**src/design/wk_pkg.sv**
```systemverilog
package wk_pkg;

  // Width of the kurtosis result, unsigned Q12.12
  localparam int unsigned KURT_BITS = 24;

  // Controller states
  typedef enum logic [3:0] {
    ST_IDLE,
    ST_SQUARE,
    ST_ACCUM,
    ST_MUL_LOAD,
    ST_MUL_RUN,
    ST_MUL_WRAP,
    ST_DIV_INIT,
    ST_DIV_RUN,
    ST_WIN_END,
    ST_FLAT,
    ST_EMIT
  } state_t;

  // Window-end multiply steps, in the order they are run
  typedef enum logic [3:0] {
    STEP_A2,      // a2 = S1 * S1
    STEP_V,       // v  = n * S2 - a2
    STEP_NS4,     // m  = n * S4
    STEP_S1S3,    // m  = m - 4 * S1 * S3
    STEP_MN1,     // m  = m * n
    STEP_S2A2,    // m  = m + 6 * S2 * a2
    STEP_MN2,     // m  = m * n
    STEP_A4,      // m  = m - 3 * a2 * a2
    STEP_D        // d  = v * v
  } step_t;

  // Commands from the controller to the datapath
  typedef struct packed {
    logic  take;
    logic  square;
    logic  accum;
    logic  mul_load;
    logic  mul_run;
    logic  combine;
    logic  div_init;
    logic  div_run;
    logic  win_end;
    logic  flat;
    logic  emit;
    step_t step;
  } cmd_t;

  // Status from the datapath to the controller
  typedef struct packed {
    logic close;
    logic mul_last;
    logic v_nonpos;
    logic div_skip;
    logic div_last;
    logic out_free;
  } status_t;

endpackage

```
**src/design/wk_ctrl.sv**
```systemverilog
module wk_ctrl
  import wk_pkg::*;
(
  input  logic    clk,
  input  logic    rst_n,
  input  logic    in_valid,
  output logic    in_ready,
  input  status_t status,
  output cmd_t    cmd
);

  state_t state_r, state_nxt;
  step_t  step_r, step_nxt;

  // State and step registers
  always_ff @(posedge clk) begin
    if (!rst_n) begin
      state_r <= ST_IDLE;
      step_r  <= STEP_A2;
    end else begin
      state_r <= state_nxt;
      step_r  <= step_nxt;
    end
  end

  // Next state and commands
  always_comb begin
    state_nxt = state_r;
    step_nxt  = step_r;
    cmd       = '0;
    cmd.step  = step_r;
    in_ready  = 1'b0;
    unique case (state_r)
      ST_IDLE: begin
        in_ready = 1'b1;
        if (in_valid) begin
          cmd.take  = 1'b1;
          state_nxt = ST_SQUARE;
        end
      end
      ST_SQUARE: begin
        cmd.square = 1'b1;
        state_nxt  = ST_ACCUM;
      end
      ST_ACCUM: begin
        cmd.accum = 1'b1;
        step_nxt  = STEP_A2;
        state_nxt = status.close ? ST_MUL_LOAD : ST_EMIT;
      end
      ST_MUL_LOAD: begin
        cmd.mul_load = 1'b1;
        state_nxt    = ST_MUL_RUN;
      end
      ST_MUL_RUN: begin
        cmd.mul_run = 1'b1;
        if (status.mul_last) state_nxt = ST_MUL_WRAP;
      end
      ST_MUL_WRAP: begin
        cmd.combine = 1'b1;
        if (step_r == STEP_V && status.v_nonpos) begin
          state_nxt = ST_FLAT;
        end else if (step_r == STEP_D) begin
          state_nxt = ST_DIV_INIT;
        end else begin
          step_nxt  = step_t'(step_r + 4'd1);
          state_nxt = ST_MUL_LOAD;
        end
      end
      ST_DIV_INIT: begin
        cmd.div_init = 1'b1;
        state_nxt    = status.div_skip ? ST_WIN_END : ST_DIV_RUN;
      end
      ST_DIV_RUN: begin
        cmd.div_run = 1'b1;
        if (status.div_last) state_nxt = ST_WIN_END;
      end
      ST_WIN_END: begin
        cmd.win_end = 1'b1;
        state_nxt   = ST_EMIT;
      end
      ST_FLAT: begin
        cmd.flat  = 1'b1;
        state_nxt = ST_EMIT;
      end
      ST_EMIT: begin
        if (status.out_free) begin
          cmd.emit  = 1'b1;
          state_nxt = ST_IDLE;
        end
      end
      default: state_nxt = ST_IDLE;
    endcase
  end

endmodule

```
**config.mk**
```make
export PLATFORM = sky130hd
export DESIGN_NAME = wk_ctrl
export DESIGN_NICKNAME = d
export VERILOG_FILES = /design/src/design/wk_pkg.sv /design/src/design/wk_ctrl.sv
export SDC_FILE = /design/constraint.sdc
export NUM_CORES = 1
export LEC_CHECK = 0
export CAP_MARGIN = 10
export CORE_AREA = 5 5 43 45
export CTS_CLUSTER_SIZE = 16
export DETAILED_ROUTE_END_ITERATION = 10
export DIE_AREA = 0 0 48 50
export DONT_BUFFER_PORTS = 1
export GPL_ROUTABILITY_DRIVEN = 0
export PLACE_DENSITY = 0.74
export SYNTH_ARGS = -nofsm -noshare
export SYNTH_HDL_FRONTEND = slang
export SYNTH_SLANG_ARGS = --single-unit
export TNS_END_PERCENT = 30
```
**constraint.sdc**
```tcl
create_clock -name clk -period 1.55 [get_ports clk]
set_input_delay 0.0775 -clock clk [delete_from_list [all_inputs] [get_ports clk]]
set_output_delay 0.0775 -clock clk [all_outputs]
set_load 0.05 [all_outputs]
```
==> results, run 1 <==
- The flow ran to the end, but the final reports show violations.
- The final reports fail on hold timing, setup timing.
- The total CTS buffers is 3.
- Across all setup checks in the final design, the least slack found is -0.0459 ns.
- In this run the remaining antenna-violating nets after routing total 0.
- The clock insertion delay at the later pin of the skew report is 0.26 ns.
- The pin count of the biggest net entering global routing is 13.
- Timing would allow up to 627 MHz.
- In the finished design, the share of the clock period the worst path needs comes to 1.03.
- The internal power is 0.881 mW.
- CTS built an H-tree with a depth of 1.
- The number of warnings issued by yosys is 0.
- The most used flip-flop cell after synthesis is sky130_fd_sc_hd__dfxtp_1.
- After detailed routing, the average wire length per cell comes to 17.0 um.
- In the synthesized netlist the async set-or-reset flop fraction comes to 0.
- Subtracting the final worst setup slack from the clock period gives 1.60 ns.
- The top cell types in the final layout, fill and taps aside, are sky130_fd_sc_hd__buf_4 (28), sky130_fd_sc_hd__o21ai_0 (7), sky130_fd_sc_hd__nand2b_1 (6), sky130_fd_sc_hd__nor2_1 (6).
- The share of the Yosys chip area taken by registers is 0.223.
- The detailed placement HPWL is 1.73 mm.
- The initial antenna violation count is 0.
- The data required time at the worst endpoint is 1.70 ns.
- The leading cell type in the layout, fill and taps excluded is sky130_fd_sc_hd__buf_4.
- The maximum fanout along the worst path is 2.
- The register-to-register setup slack is -0.05 ns.
- Final hold analysis gives a worst-case slack of -0.000333 ns.
- The final wirelength is 2.39 mm.
- The biggest area contributor in the post-synthesis netlist is sky130_fd_sc_hd__dfxtp_1.
- Of the total power, combinational logic draws 0.709.
- The clock root buffer is sky130_fd_sc_hd__clkbuf_4.
- The die outline area is 2400 um^2.
- Before CTS, the worst setup slack after placement is -0.0195 ns.
- Registers take 170 um^2.
- The pin slew with the least headroom to its limit is 0.297 ns.
- The worst hold path belongs to the class primary input to flip-flop.
- The worst min-delay path startpoint is status[1].
- The critical path class is flip-flop to flip-flop.
- The vertical extent of the die is 50 um.
- When the netlist entered floorplanning its net count stood at 107.
- The number of sinks driven by the clock tree is 8.
- The standard cell core area is 1440 um^2.
- Counting the fill cells in the layout gives 114.
- The CTS clock-pin slew for the worst setup and hold paths is 0.06 ns.
- Summing all multi-input logic gate instances after layout gives 602 um^2.
- The number of vias after detailed routing is 837.
- The mean number of vias per cell is 5.98.
- In this run the critical register-to-register path is captured at step_r[2].
- The tool flagged a number of max-cap violations equal to 0.
- The setup-violating endpoint count in the final report is 3.
- The clock tree skew after final layout is 0.000687 ns.
- The standby leakage power is 0.448 nW.
- The number of top-level pins is 25.
- The number of max-slew violations in the final report is 0.
- The detailed router's first-iteration violation count is 30.
- The reported net switching power is 0.912 mW.
- The post-synthesis register bit count is 8.
- The overall routing resource usage is 0.219.
- The first global-routing pass estimated 3.82 mm of wire.
- STA classifies the critical path startpoint as a flip-flop.
- The synthesized instance count is 95.
- The relative contribution of the clock network to total power is 0.101.
- In this run the tightest slew margin relative to its limit is 0.801.
- The peak supply drop is 0.00162 V.
- The horizontal extent of the die is 48 um.
- Each instance of the synthesized netlist takes up on average 7.57 um^2.
- For this run, the share of the core covered by cells in the final layout is 0.759.
- Setup repair after global routing could not meet its margin everywhere.
- The total power per unit cell area is 1650 nW/um^2.
- The count of port buffers added during placement is 0.
- The most critical setup path has its endpoint at step_r[2].
- The share of total power dissipated in sequential elements is 0.190.
- The net count reported at finish is 137.
- The startpoint identified for the worst register-to-register timing path is step_r[1].
- Before antenna repair, the detailed router went through 4 iterations.
- Of the cells placed in the final design, the portion with a size suffix greater than 1 is 0.460.
- The overall power consumption is 1.79 mW.
- At the worst endpoint, the arrival time is 1.75 ns.
- The effective utilization at floorplan is 0.501.
- The share of synthesized area in the top cell type comes to 0.223.
- The number of failing hold endpoints at the final stage is 1.
- The DRC violations left is 0.
- The depth of the most critical reg-to-reg path is 6.
- In this run, synthesis inferred 0 flip-flops with an integrated enable.
- The area growth from synthesis to final layout is 51.5%.
- The standard-cell row count is 14.
- The total overflow left after global routing is 0.
- The number of antenna diodes in the final layout is 0.
- The CTS tree is built.
- The clock passes through at most 2 buffers.
- The critical path starts at step_r[1].
- The via count of the first global-routing pass is 887.
- In this run the cell area of the synthesized design comes to 719 um^2.
- The worst setup path is captured at a flip-flop.
- The number of library cell types mapped by synthesis is 37.
- The switching share of power is 0.509.
- Ranked by total cell area, the synthesized netlist is headed by sky130_fd_sc_hd__dfxtp_1 (22%), sky130_fd_sc_hd__o21ai_0 (6.3%), sky130_fd_sc_hd__nand2b_1 (6.1%).
power groups by stage:
stage	Clock (mW)	Combinational [mW]	Sequential [mW]
after floorplan	0	0.798	0.314
after global placement	0	1.16	0.329
after detailed placement	0	1.18	0.330
after CTS	0.185	1.22	0.334
after global routing	0.196	1.34	0.348
final	0.182	1.27	0.340
sequential cells by signal, summed over array words and instances, names as in the netlist:
signal	count
state_r	4
step_r	4
metrics by stage:
step / instances / TNS (ns) / instance area (um^2)
5_1_grt: 140 / -0.498 / 1090
3_5_place_dp: 134 / -0.0195 / 975
6_report: 140 / -0.0503 / 1090
4_1_cts: 140 / -0.0415 / 1030
3_3_place_gp: 134 / 0 / 975
2_1_floorplan: 95 / -2.12 / 752
cell type report:
cell class                 instances  area share
clock buffer                       4      0.0241
inverter                           5      0.0195
multi-input combinational         76       0.552
sequential                         8       0.156
tap                               16      0.0184
timing repair buffer              31       0.230
worst max-delay path, stage by stage (launching register included):
cell and delay, ns:
sky130_fd_sc_hd__dfxtp_4 0.36, sky130_fd_sc_hd__inv_4 0.06, sky130_fd_sc_hd__ha_4 0.12, sky130_fd_sc_hd__or4bb_4 0.48, sky130_fd_sc_hd__o31ai_4 0.27, sky130_fd_sc_hd__or3_4 0.16
sky130_fd_sc_hd__a21oi_2 0.04
cells in the mapped netlist, drive strengths merged (3+ instances only):
cell type / n
dfxtp: 8
a21oi: 6
o21ai: 9
nand2: 5
buf: 4
nor3: 6
ha: 3
nor2: 7
inv: 5
o211ai: 3
nand2b: 7
routing by layer:
| layer | vias to the layer above | track usage | wire (um) |
|---|---|---|---|
| li1 | 408 | - | - |
| met1 | 392 | 0.222 | 876 |
| met2 | 35 | 0.374 | 1330 |
| met3 | 2 | 0.0364 | 157 |
| met4 | 0 | 0.157 | 25 |
| met5 | - | 0 | 0 |
how the worst min path moves through the flow:
stage	endpoint	slack, ns	depth (start not counted)
after floorplan	state_r[3]	0.26	3
after global placement	state_r[2]	0.20	1
after detailed placement	state_r[2]	0.20	1
after CTS	state_r[0]	0.004	2
after global routing	state_r[0]	0.02	2
final	state_r[0]	-0.0003	2
kinds of logic (layout without fill, tap and decap cells):
kind of cell,count (synthesis),count (layout),synth area share
AND/OR/NAND/NOR,44,44,0.388
flip-flops,8,8,0.223
AO/OA/AOI/OAI,27,27,0.245
adder cells (fa/ha/maj),3,3,0.0522
buffers and inverters,11,40,0.0644
XOR/XNOR,1,1,0.0122
multiplexers,1,1,0.0157
repair_timing:
| item | CTS | global route |
|---|---|---|
| endpoints found under the setup margin | 8 | 14 |
| endpoints found under the hold margin | 8 | 0 |
| buffers inserted | 0 | 0 |
| hold buffers | 2 | 0 |
| resized for setup | 5 | 15 |
| pin swaps | 0 | 5 |
| cloned | 0 | 0 |
No activity file was read; power rests on OpenSTA's default activity.
==> inputs of run 2 (changes only) <==
--- a/config.mk
+++ b/config.mk
@@ -12,7 +12,9 @@
 export DIE_AREA = 0 0 48 50
 export DONT_BUFFER_PORTS = 1
 export GPL_ROUTABILITY_DRIVEN = 0
-export PLACE_DENSITY = 0.74
+export PLACE_DENSITY = 0.69
+export RECOVER_POWER = 100
+export SLEW_MARGIN = 10
 export SYNTH_ARGS = -nofsm -noshare
 export SYNTH_HDL_FRONTEND = slang
 export SYNTH_SLANG_ARGS = --single-unit
==> results, run 2 (synthesis gave the netlist of run 1 again) <==
- The count of port buffers added during placement is 0.
- Entering global routing, the biggest net connects 14 pins.
- The maximum operating frequency is 643 MHz.
- After the flow finishes, the layout carries non-filler instances totaling 139.
- The number of nets still failing antenna checks after routing is 0.
- In the final routed layout, each cell accounts on average for 15.6 um.
- For the finished layout, the period the worst path requires is 1.56 ns.
- The peak supply drop is 0.00105 V.
- The library cell contributing the largest single delay on the critical path is sky130_fd_sc_hd__dfxtp_4.
- The endpoint arrival time on the critical path is 1.70 ns.
- The area growth from synthesis to final layout is 50.4%.
- The worst hold slack across all endpoints is 0.00844 ns.
- The largest registers in the layout are state_r: 4 flops, step_r: 4 flops.
- Setup repair after global routing could not meet its margin everywhere.
- Setup slack on the critical path of the routed design comes to -0.00543 ns.
- Setup violations remaining at the end of the flow were counted as 1.
- Across every metal layer, demand over resource in global routing totals 0.183.
- The run finished, with violations left.
- In this run the tightest slew margin relative to its limit is 0.811.
- For this run, the post-layout net count is 136.
- The delay of the slowest critical-path stage is 0.37 ns.
- The final reports fail on setup timing.
- Summed over all nets, wire length on met3 after detailed routing comes to 167 um.
- The kind of capture point of the worst setup path is a flip-flop.
- The leading cell type in the layout, fill and taps excluded is sky130_fd_sc_hd__buf_4.
- The first global-routing pass estimated 3.27 mm of wire.
- Signal routing reaches up to met4.
- The worst hold path passes through 2 cells.
- In this run the power density over the cells is 1620 nW/um^2.
- The worst hold path belongs to the class primary input to flip-flop.
- The number of antenna repair diodes is 0.
- The critical path goes through inv_2 > ha_2 > nand3b_1 > buf_4 > o211ai_1 > a21oi_1 > a31o_2.
- The H-tree depth reported by CTS is 1.
- The pin slew with the least headroom to its limit is 0.283 ns.
- The detailed router's first-iteration violation count is 22.
- The CTS tree is built.
- In this run, placement finished with an instance count of 133.
- The residual overflow from global routing is 0.
- The standard cell core area is 1440 um^2.
- The number of failing hold endpoints at the final stage is 0.
- The mean number of vias per cell is 6.14.
- The total length of routed met2 wires is 1.06 mm.
- The final wirelength is 2.17 mm.
- The number of max-slew violations in the final report is 0.
- Summed over all cells, the static leakage comes to 0.438 nW.
- The tool flagged a number of max-cap violations equal to 0.
- The overall power consumption is 1.75 mW.
- The via count of the first global-routing pass was 787.
- The routed length on met1 is 937 um.
- The top cell types in the final layout, fill and taps aside, are sky130_fd_sc_hd__buf_4 (27), sky130_fd_sc_hd__o21ai_0 (9), sky130_fd_sc_hd__nand2b_1 (6), sky130_fd_sc_hd__nor2_1 (6).
- The vertical extent of the die is 50 um.
- The number of vias after detailed routing is 853.
- The initialized floorplan defines 14 standard-cell rows.
- By startpoint and endpoint, the worst setup path is classified as flip-flop to flip-flop.
- The detailed placement HPWL is 1.54 mm.
- The initial antenna violation count is 0.
- In the routed design, unresolved DRC markers number 0.
- Dividing the final minimum period by the clock period gives 1.00.
- The CTS clock-pin slew for the worst setup and hold paths is 0.05 ns.
- The horizontal extent of the die is 48 um.
- The effective utilization at floorplan is 0.501.
- The pre-antenna-repair detailed-routing pass consisted of 4 iterations.
- The number of sinks driven by the clock tree is 8.
- The depth of the most critical reg-to-reg path is 7.
- The die outline area is 2400 um^2.
- The worst setup timing slack at the placement stage is -0.0106 ns.
- The cell sitting at the root of the clock tree is a sky130_fd_sc_hd__clkbuf_4.
- The number of top-level pins is 25.
- The number of clock buffers added by TritonCTS is 3.
- Counting along the longest clock path gives a buffer depth of 2.
- The total negative slack is -0.00543 ns.
- The share of layout cells above drive strength 1 is 0.455.
- The setup check on the worst reg-to-reg path leaves a slack of -0.005 ns.
- The worst setup path is launched from a flip-flop.
- Clock skew on the completed layout was measured at 0.00671 ns.
- The maximum fanout along the worst path is 6.
- The clock insertion delay at the later pin of the skew report is 0.25 ns.
- The data required time at the worst endpoint is 1.70 ns.
run 2: changes by cell type in the layout (fill, tap and decap cells not counted), moves of 2 or more:
cell                      before  now
sky130_fd_sc_hd__dfxtp_2       5    2
sky130_fd_sc_hd__dfxtp_4       1    3
sky130_fd_sc_hd__inv_2         0    2
sky130_fd_sc_hd__o21ai_0       7    9
run 2: worst paths after layout:
kind / from / endpoint
hold reg to reg: step_r[0] / step_r[0]
setup reg to reg: step_r[0] / step_r[1]
setup / recovery: step_r[0] / step_r[1]
hold / removal: rst_n / state_r[3]
run 2: routing by layer:
layer,up-vias,GRT usage
met4,0,0.0538
met2,35,0.271
met3,4,0.0727
met1,403,0.239
met5,-,0
li1,411,-
run 2: per-stage QoR:
step                      cell area [um^2]  utilization
after floorplan                        752            -
after global placement                 967        0.673
after detailed placement               967        0.673
after CTS                             1010        0.703
after global routing                  1080        0.753
final                                 1080        0.753
run 2: area by class of cell:
| type | instances | area [um^2] |
|---|---|---|
| clock buffer | 4 | 26.3 |
| timing repair buffer | 30 | 244 |
| sequential | 8 | 174 |
| inverter | 5 | 18.8 |
| fill | 109 | 354 |
| multi-input combinational | 76 | 599 |
| tap | 16 | 20.0 |
run 2: power breakdown:
part	total [mW]	switching [mW]	internal (mW)
Sequential	0.354	0.0970	0.257
Combinational	1.23	0.721	0.506
Clock	0.167	0.0687	0.0983
Total	1.75	0.887	0.862
run 2: worst max-delay path: cells and delay by family (launching register included):
family,cells,cell delay (ns)
buffers and inverters,2,0.26
and+or+nand+nor,1,0.16
DFF,1,0.37
AOI/OAI and AO/OA,3,0.48
adders and majority gates,1,0.18
run 2: what timing repair did:
item | in CTS | in global routing
endpoints found under the setup margin | 6 | 9
hold buffers | 1 | 0
resized for setup | 4 | 15
setup buffers | 0 | 1
pin swaps | 0 | 5
hold endpoints to repair | 7 | 0
==> inputs of run 3 (changes only) <==
--- a/config.mk
+++ b/config.mk
@@ -7,11 +7,13 @@
 export LEC_CHECK = 0
 export CAP_MARGIN = 10
 export CORE_AREA = 5 5 43 45
+export CTS_BUF_LIST = sky130_fd_sc_hd__clkbuf_16
 export CTS_CLUSTER_SIZE = 16
 export DETAILED_ROUTE_END_ITERATION = 10
 export DIE_AREA = 0 0 48 50
 export DONT_BUFFER_PORTS = 1
 export GPL_ROUTABILITY_DRIVEN = 0
+export HOLD_SLACK_MARGIN = 0.12
 export PLACE_DENSITY = 0.69
 export RECOVER_POWER = 100
 export SLEW_MARGIN = 10
==> results, run 3 (synthesis gave the netlist of run 1 again) <==
- The path with the worst hold slack has its endpoint at step_r[1].
- The die outline area is 2400 um^2.
- The type of the most critical hold path is primary input to flip-flop.
- The standard cell core area is 1440 um^2.
- The detailed router's first-iteration violation count is 30.
- The tree is rooted in a sky130_fd_sc_hd__clkbuf_16.
- The count of placed standard cells including taps is 133.
- Across the VDD grid, the largest voltage drop is 0.00129 V.
- The startpoint identified for the worst hold timing path is rst_n.
- Of the cells placed in the final design, the portion with a size suffix greater than 1 is 0.444.
- The placement-stage cell area is 967 um^2.
- The global routing usage on met3 is 0.0800.
- The first detailed-routing pass took 4 iterations.
- Summed over all nets, the half-perimeter wirelength after detailed placement is 1.54 mm.
- The critical path is of the flip-flop to flip-flop type.
- For this design the top-level I/O count stands at 25.
- The number of vias after detailed routing is 861.
- The mean number of vias per cell is 6.15.
- Walking the worst path, the cells encountered are ha_4 > or4bb_4 > o211ai_1 > a21oi_1 > a31o_2.
- The clock insertion delay at the later pin of the skew report is 0.23 ns.
- The library cell contributing the largest single delay on the critical path is sky130_fd_sc_hd__or4bb_4.
- The share of the clock period used by the worst path is 0.991.
- CTS saw 8 sinks.
- Counting instances, the worst hold path has a depth of 3.
- The initial antenna violation count is 0.
- In the final layout, the registers with the most flip-flops are state_r: 4 flops, step_r: 4 flops.
- The net count reported at finish is 137.
- The maximum fanout along the worst path is 6.
- At the worst endpoint, the arrival time is 1.66 ns.
- Leaving out fill and tap cells, the most frequent cell in the layout is sky130_fd_sc_hd__buf_4.
- The kind of capture point of the worst setup path is a flip-flop.
- No sink is reached through more buffers than the 2 on the longest clock path.
- The number of max-slew violations in the final report is 0.
- The final wirelength is 2.25 mm.
- The flow ran to the end, and the final reports show no timing, DRC or antenna violations.
- In the global route stage, met1 resource usage came out at 0.261.
- In this run the number of H-tree levels came out at 1.
- The depth of the most critical reg-to-reg path is 5.
- The repair_antennas step left the layout with diodes totalling 0.
- The data required time at the worst endpoint is 1.67 ns.
- The clock arrives with 0.000243 ns of skew.
- Across every metal layer, demand over resource in global routing totals 0.196.
- In the final routed layout, each cell accounts on average for 16.1 um.
- Measured along the x axis, the die boundary spans 48 um.
- The smallest setup slack after layout is 0.0145 ns.
- The cell area after layout is 1150 um^2.
- Headroom to the max-slew limit came out at 0.795.
- Power spread over the standard cell area amounts to 1770 nW/um^2.
- The number of setup buffers added after CTS is 0.
- The launch point of the critical path is step_r[0].
- The DRC violations left is 0.
- The number of buffer and inverter stages on the critical path is 0.
- The number of failing hold endpoints at the final stage is 0.
- The delay of the slowest critical-path stage is 0.47 ns.
- The via count of the first global-routing pass is 784.
- TritonCTS built the clock tree.
- The worst setup path is launched from a flip-flop.
- Setup repair after global routing could not meet its margin everywhere.
- The number of clock buffers added by TritonCTS is 3.
- The count of nets left with antenna violations once routing finished came out at 0.
- The global-route met2 utilization is 0.282.
- The analysis attributes to cell leakage a power of 0.471 nW.
- In this run the critical register-to-register path is launched from step_r[0].
- The worst register-to-register path has a setup slack of 0.01 ns.
- In this run the vertical extent of the chip is 50 um.
- The reg-to-reg critical path endpoint is step_r[1].
- The worst path in the final design needs a cycle of 1.54 ns, including I/O delays and setup.
- The standard-cell row count is 14.
- The most utilized layer in the global route result is met2.
- The area growth from synthesis to final layout is 60.3%.
- Entering global routing, the biggest net connects 14 pins.
- For this run, the number of standard cells in the final layout without fillers is 140.
- Static timing analysis puts the maximum clock frequency at 651 MHz.
- Leaving out fill and tap cells, the most frequent cells in the layout are sky130_fd_sc_hd__buf_4 (25), sky130_fd_sc_hd__o21ai_0 (8), sky130_fd_sc_hd__nand2b_1 (6), sky130_fd_sc_hd__nor2_1 (6).
- The gate family responsible for the most delay along the worst path is simple AND/OR/NAND/NOR gates.
- The count of buffers added on input and output ports is 0.
- After clock tree synthesis, the clock-pin slew on the worst setup and hold paths is 0.04 ns.
- The effective utilization at floorplan is 0.501.
- The pin slew with the least headroom to its limit is 0.307 ns.
- Across the run, the number of max-cap violations was 0.
- The first-pass GRT wire length is 3.44 mm.
- Global routing finished with a remaining overflow of 0.
- Setup violations remaining at the end of the flow were counted as 0.
- Timing analysis after detailed placement gives a worst setup slack of -0.0106 ns.
==> run 3: how the worst max path moves through the flow <==
| stage | to | slack (ns) | cells past startpoint |
|---|---|---|---|
| 3_3_place_gp | step_r[2] | 0.06 | 5 |
| 5_1_grt | state_r[2] | -0.05 | 6 |
| 6_report | step_r[1] | 0.01 | 5 |
| 3_5_place_dp | step_r[2] | -0.01 | 6 |
| 2_1_floorplan | cmd[4] | -0.36 | 3 |
| 4_1_cts | cmd[10] | -0.02 | 5 |
==> run 3: what timing repair did <==
action	CTS	global route
resized for setup	3	20
hold buffers	3	0
endpoints found under the hold margin	8	0
gates cloned	0	0
pin swaps	0	7
setup endpoints to repair	5	11
==> run 3: routing by layer <==
layer,routed length [um],share of wire,vias up
li1,-,-,412
met1,895,0.40,402
met2,1120,0.50,40
met3,194,0.086,7
met4,43,0.019,0
met5,0,0,-
==> run 3: where the power goes <==
| group | switching, mW | internal [mW] |
|---|---|---|
| registers | 0.0957 | 0.258 |
| logic | 0.731 | 0.511 |
| clock network | 0.104 | 0.336 |
| total | 0.931 | 1.11 |
==> run 3: area by class of cell <==
cell class	instances	area, um^2
Multi-Input combinational cell	76	599
Fill cell	93	283
Clock buffer	3	75.1
Clock inverter	1	3.75
Inverter	5	21.3
Tap cell	16	20.0
Timing Repair Buffer	31	260
Sequential cell	8	174
==> run 3: through the flow <==
step / power, mW / setup TNS (ns) / hold WS [ns] / util
CTS: 1.96 / -0.0172 / 0.134 / 0.754
detailed placement: 1.49 / -0.0106 / 0.219 / 0.673
global placement: 1.47 / 0 / 0.207 / 0.673
finish: 2.04 / 0 / 0.159 / 0.803
global route: 2.15 / -0.0842 / 0.170 / 0.803
floorplan: 1.11 / -2.12 / 0.262 / -
==> run 3: worst reg2reg max path, stage by stage (launching register included) <==
cell and delay, ns:
sky130_fd_sc_hd__dfxtp_4 0.39, sky130_fd_sc_hd__ha_4 0.14, sky130_fd_sc_hd__or4bb_4 0.47, sky130_fd_sc_hd__o211ai_1 0.11, sky130_fd_sc_hd__a21oi_1 0.10, sky130_fd_sc_hd__a31o_2 0.21
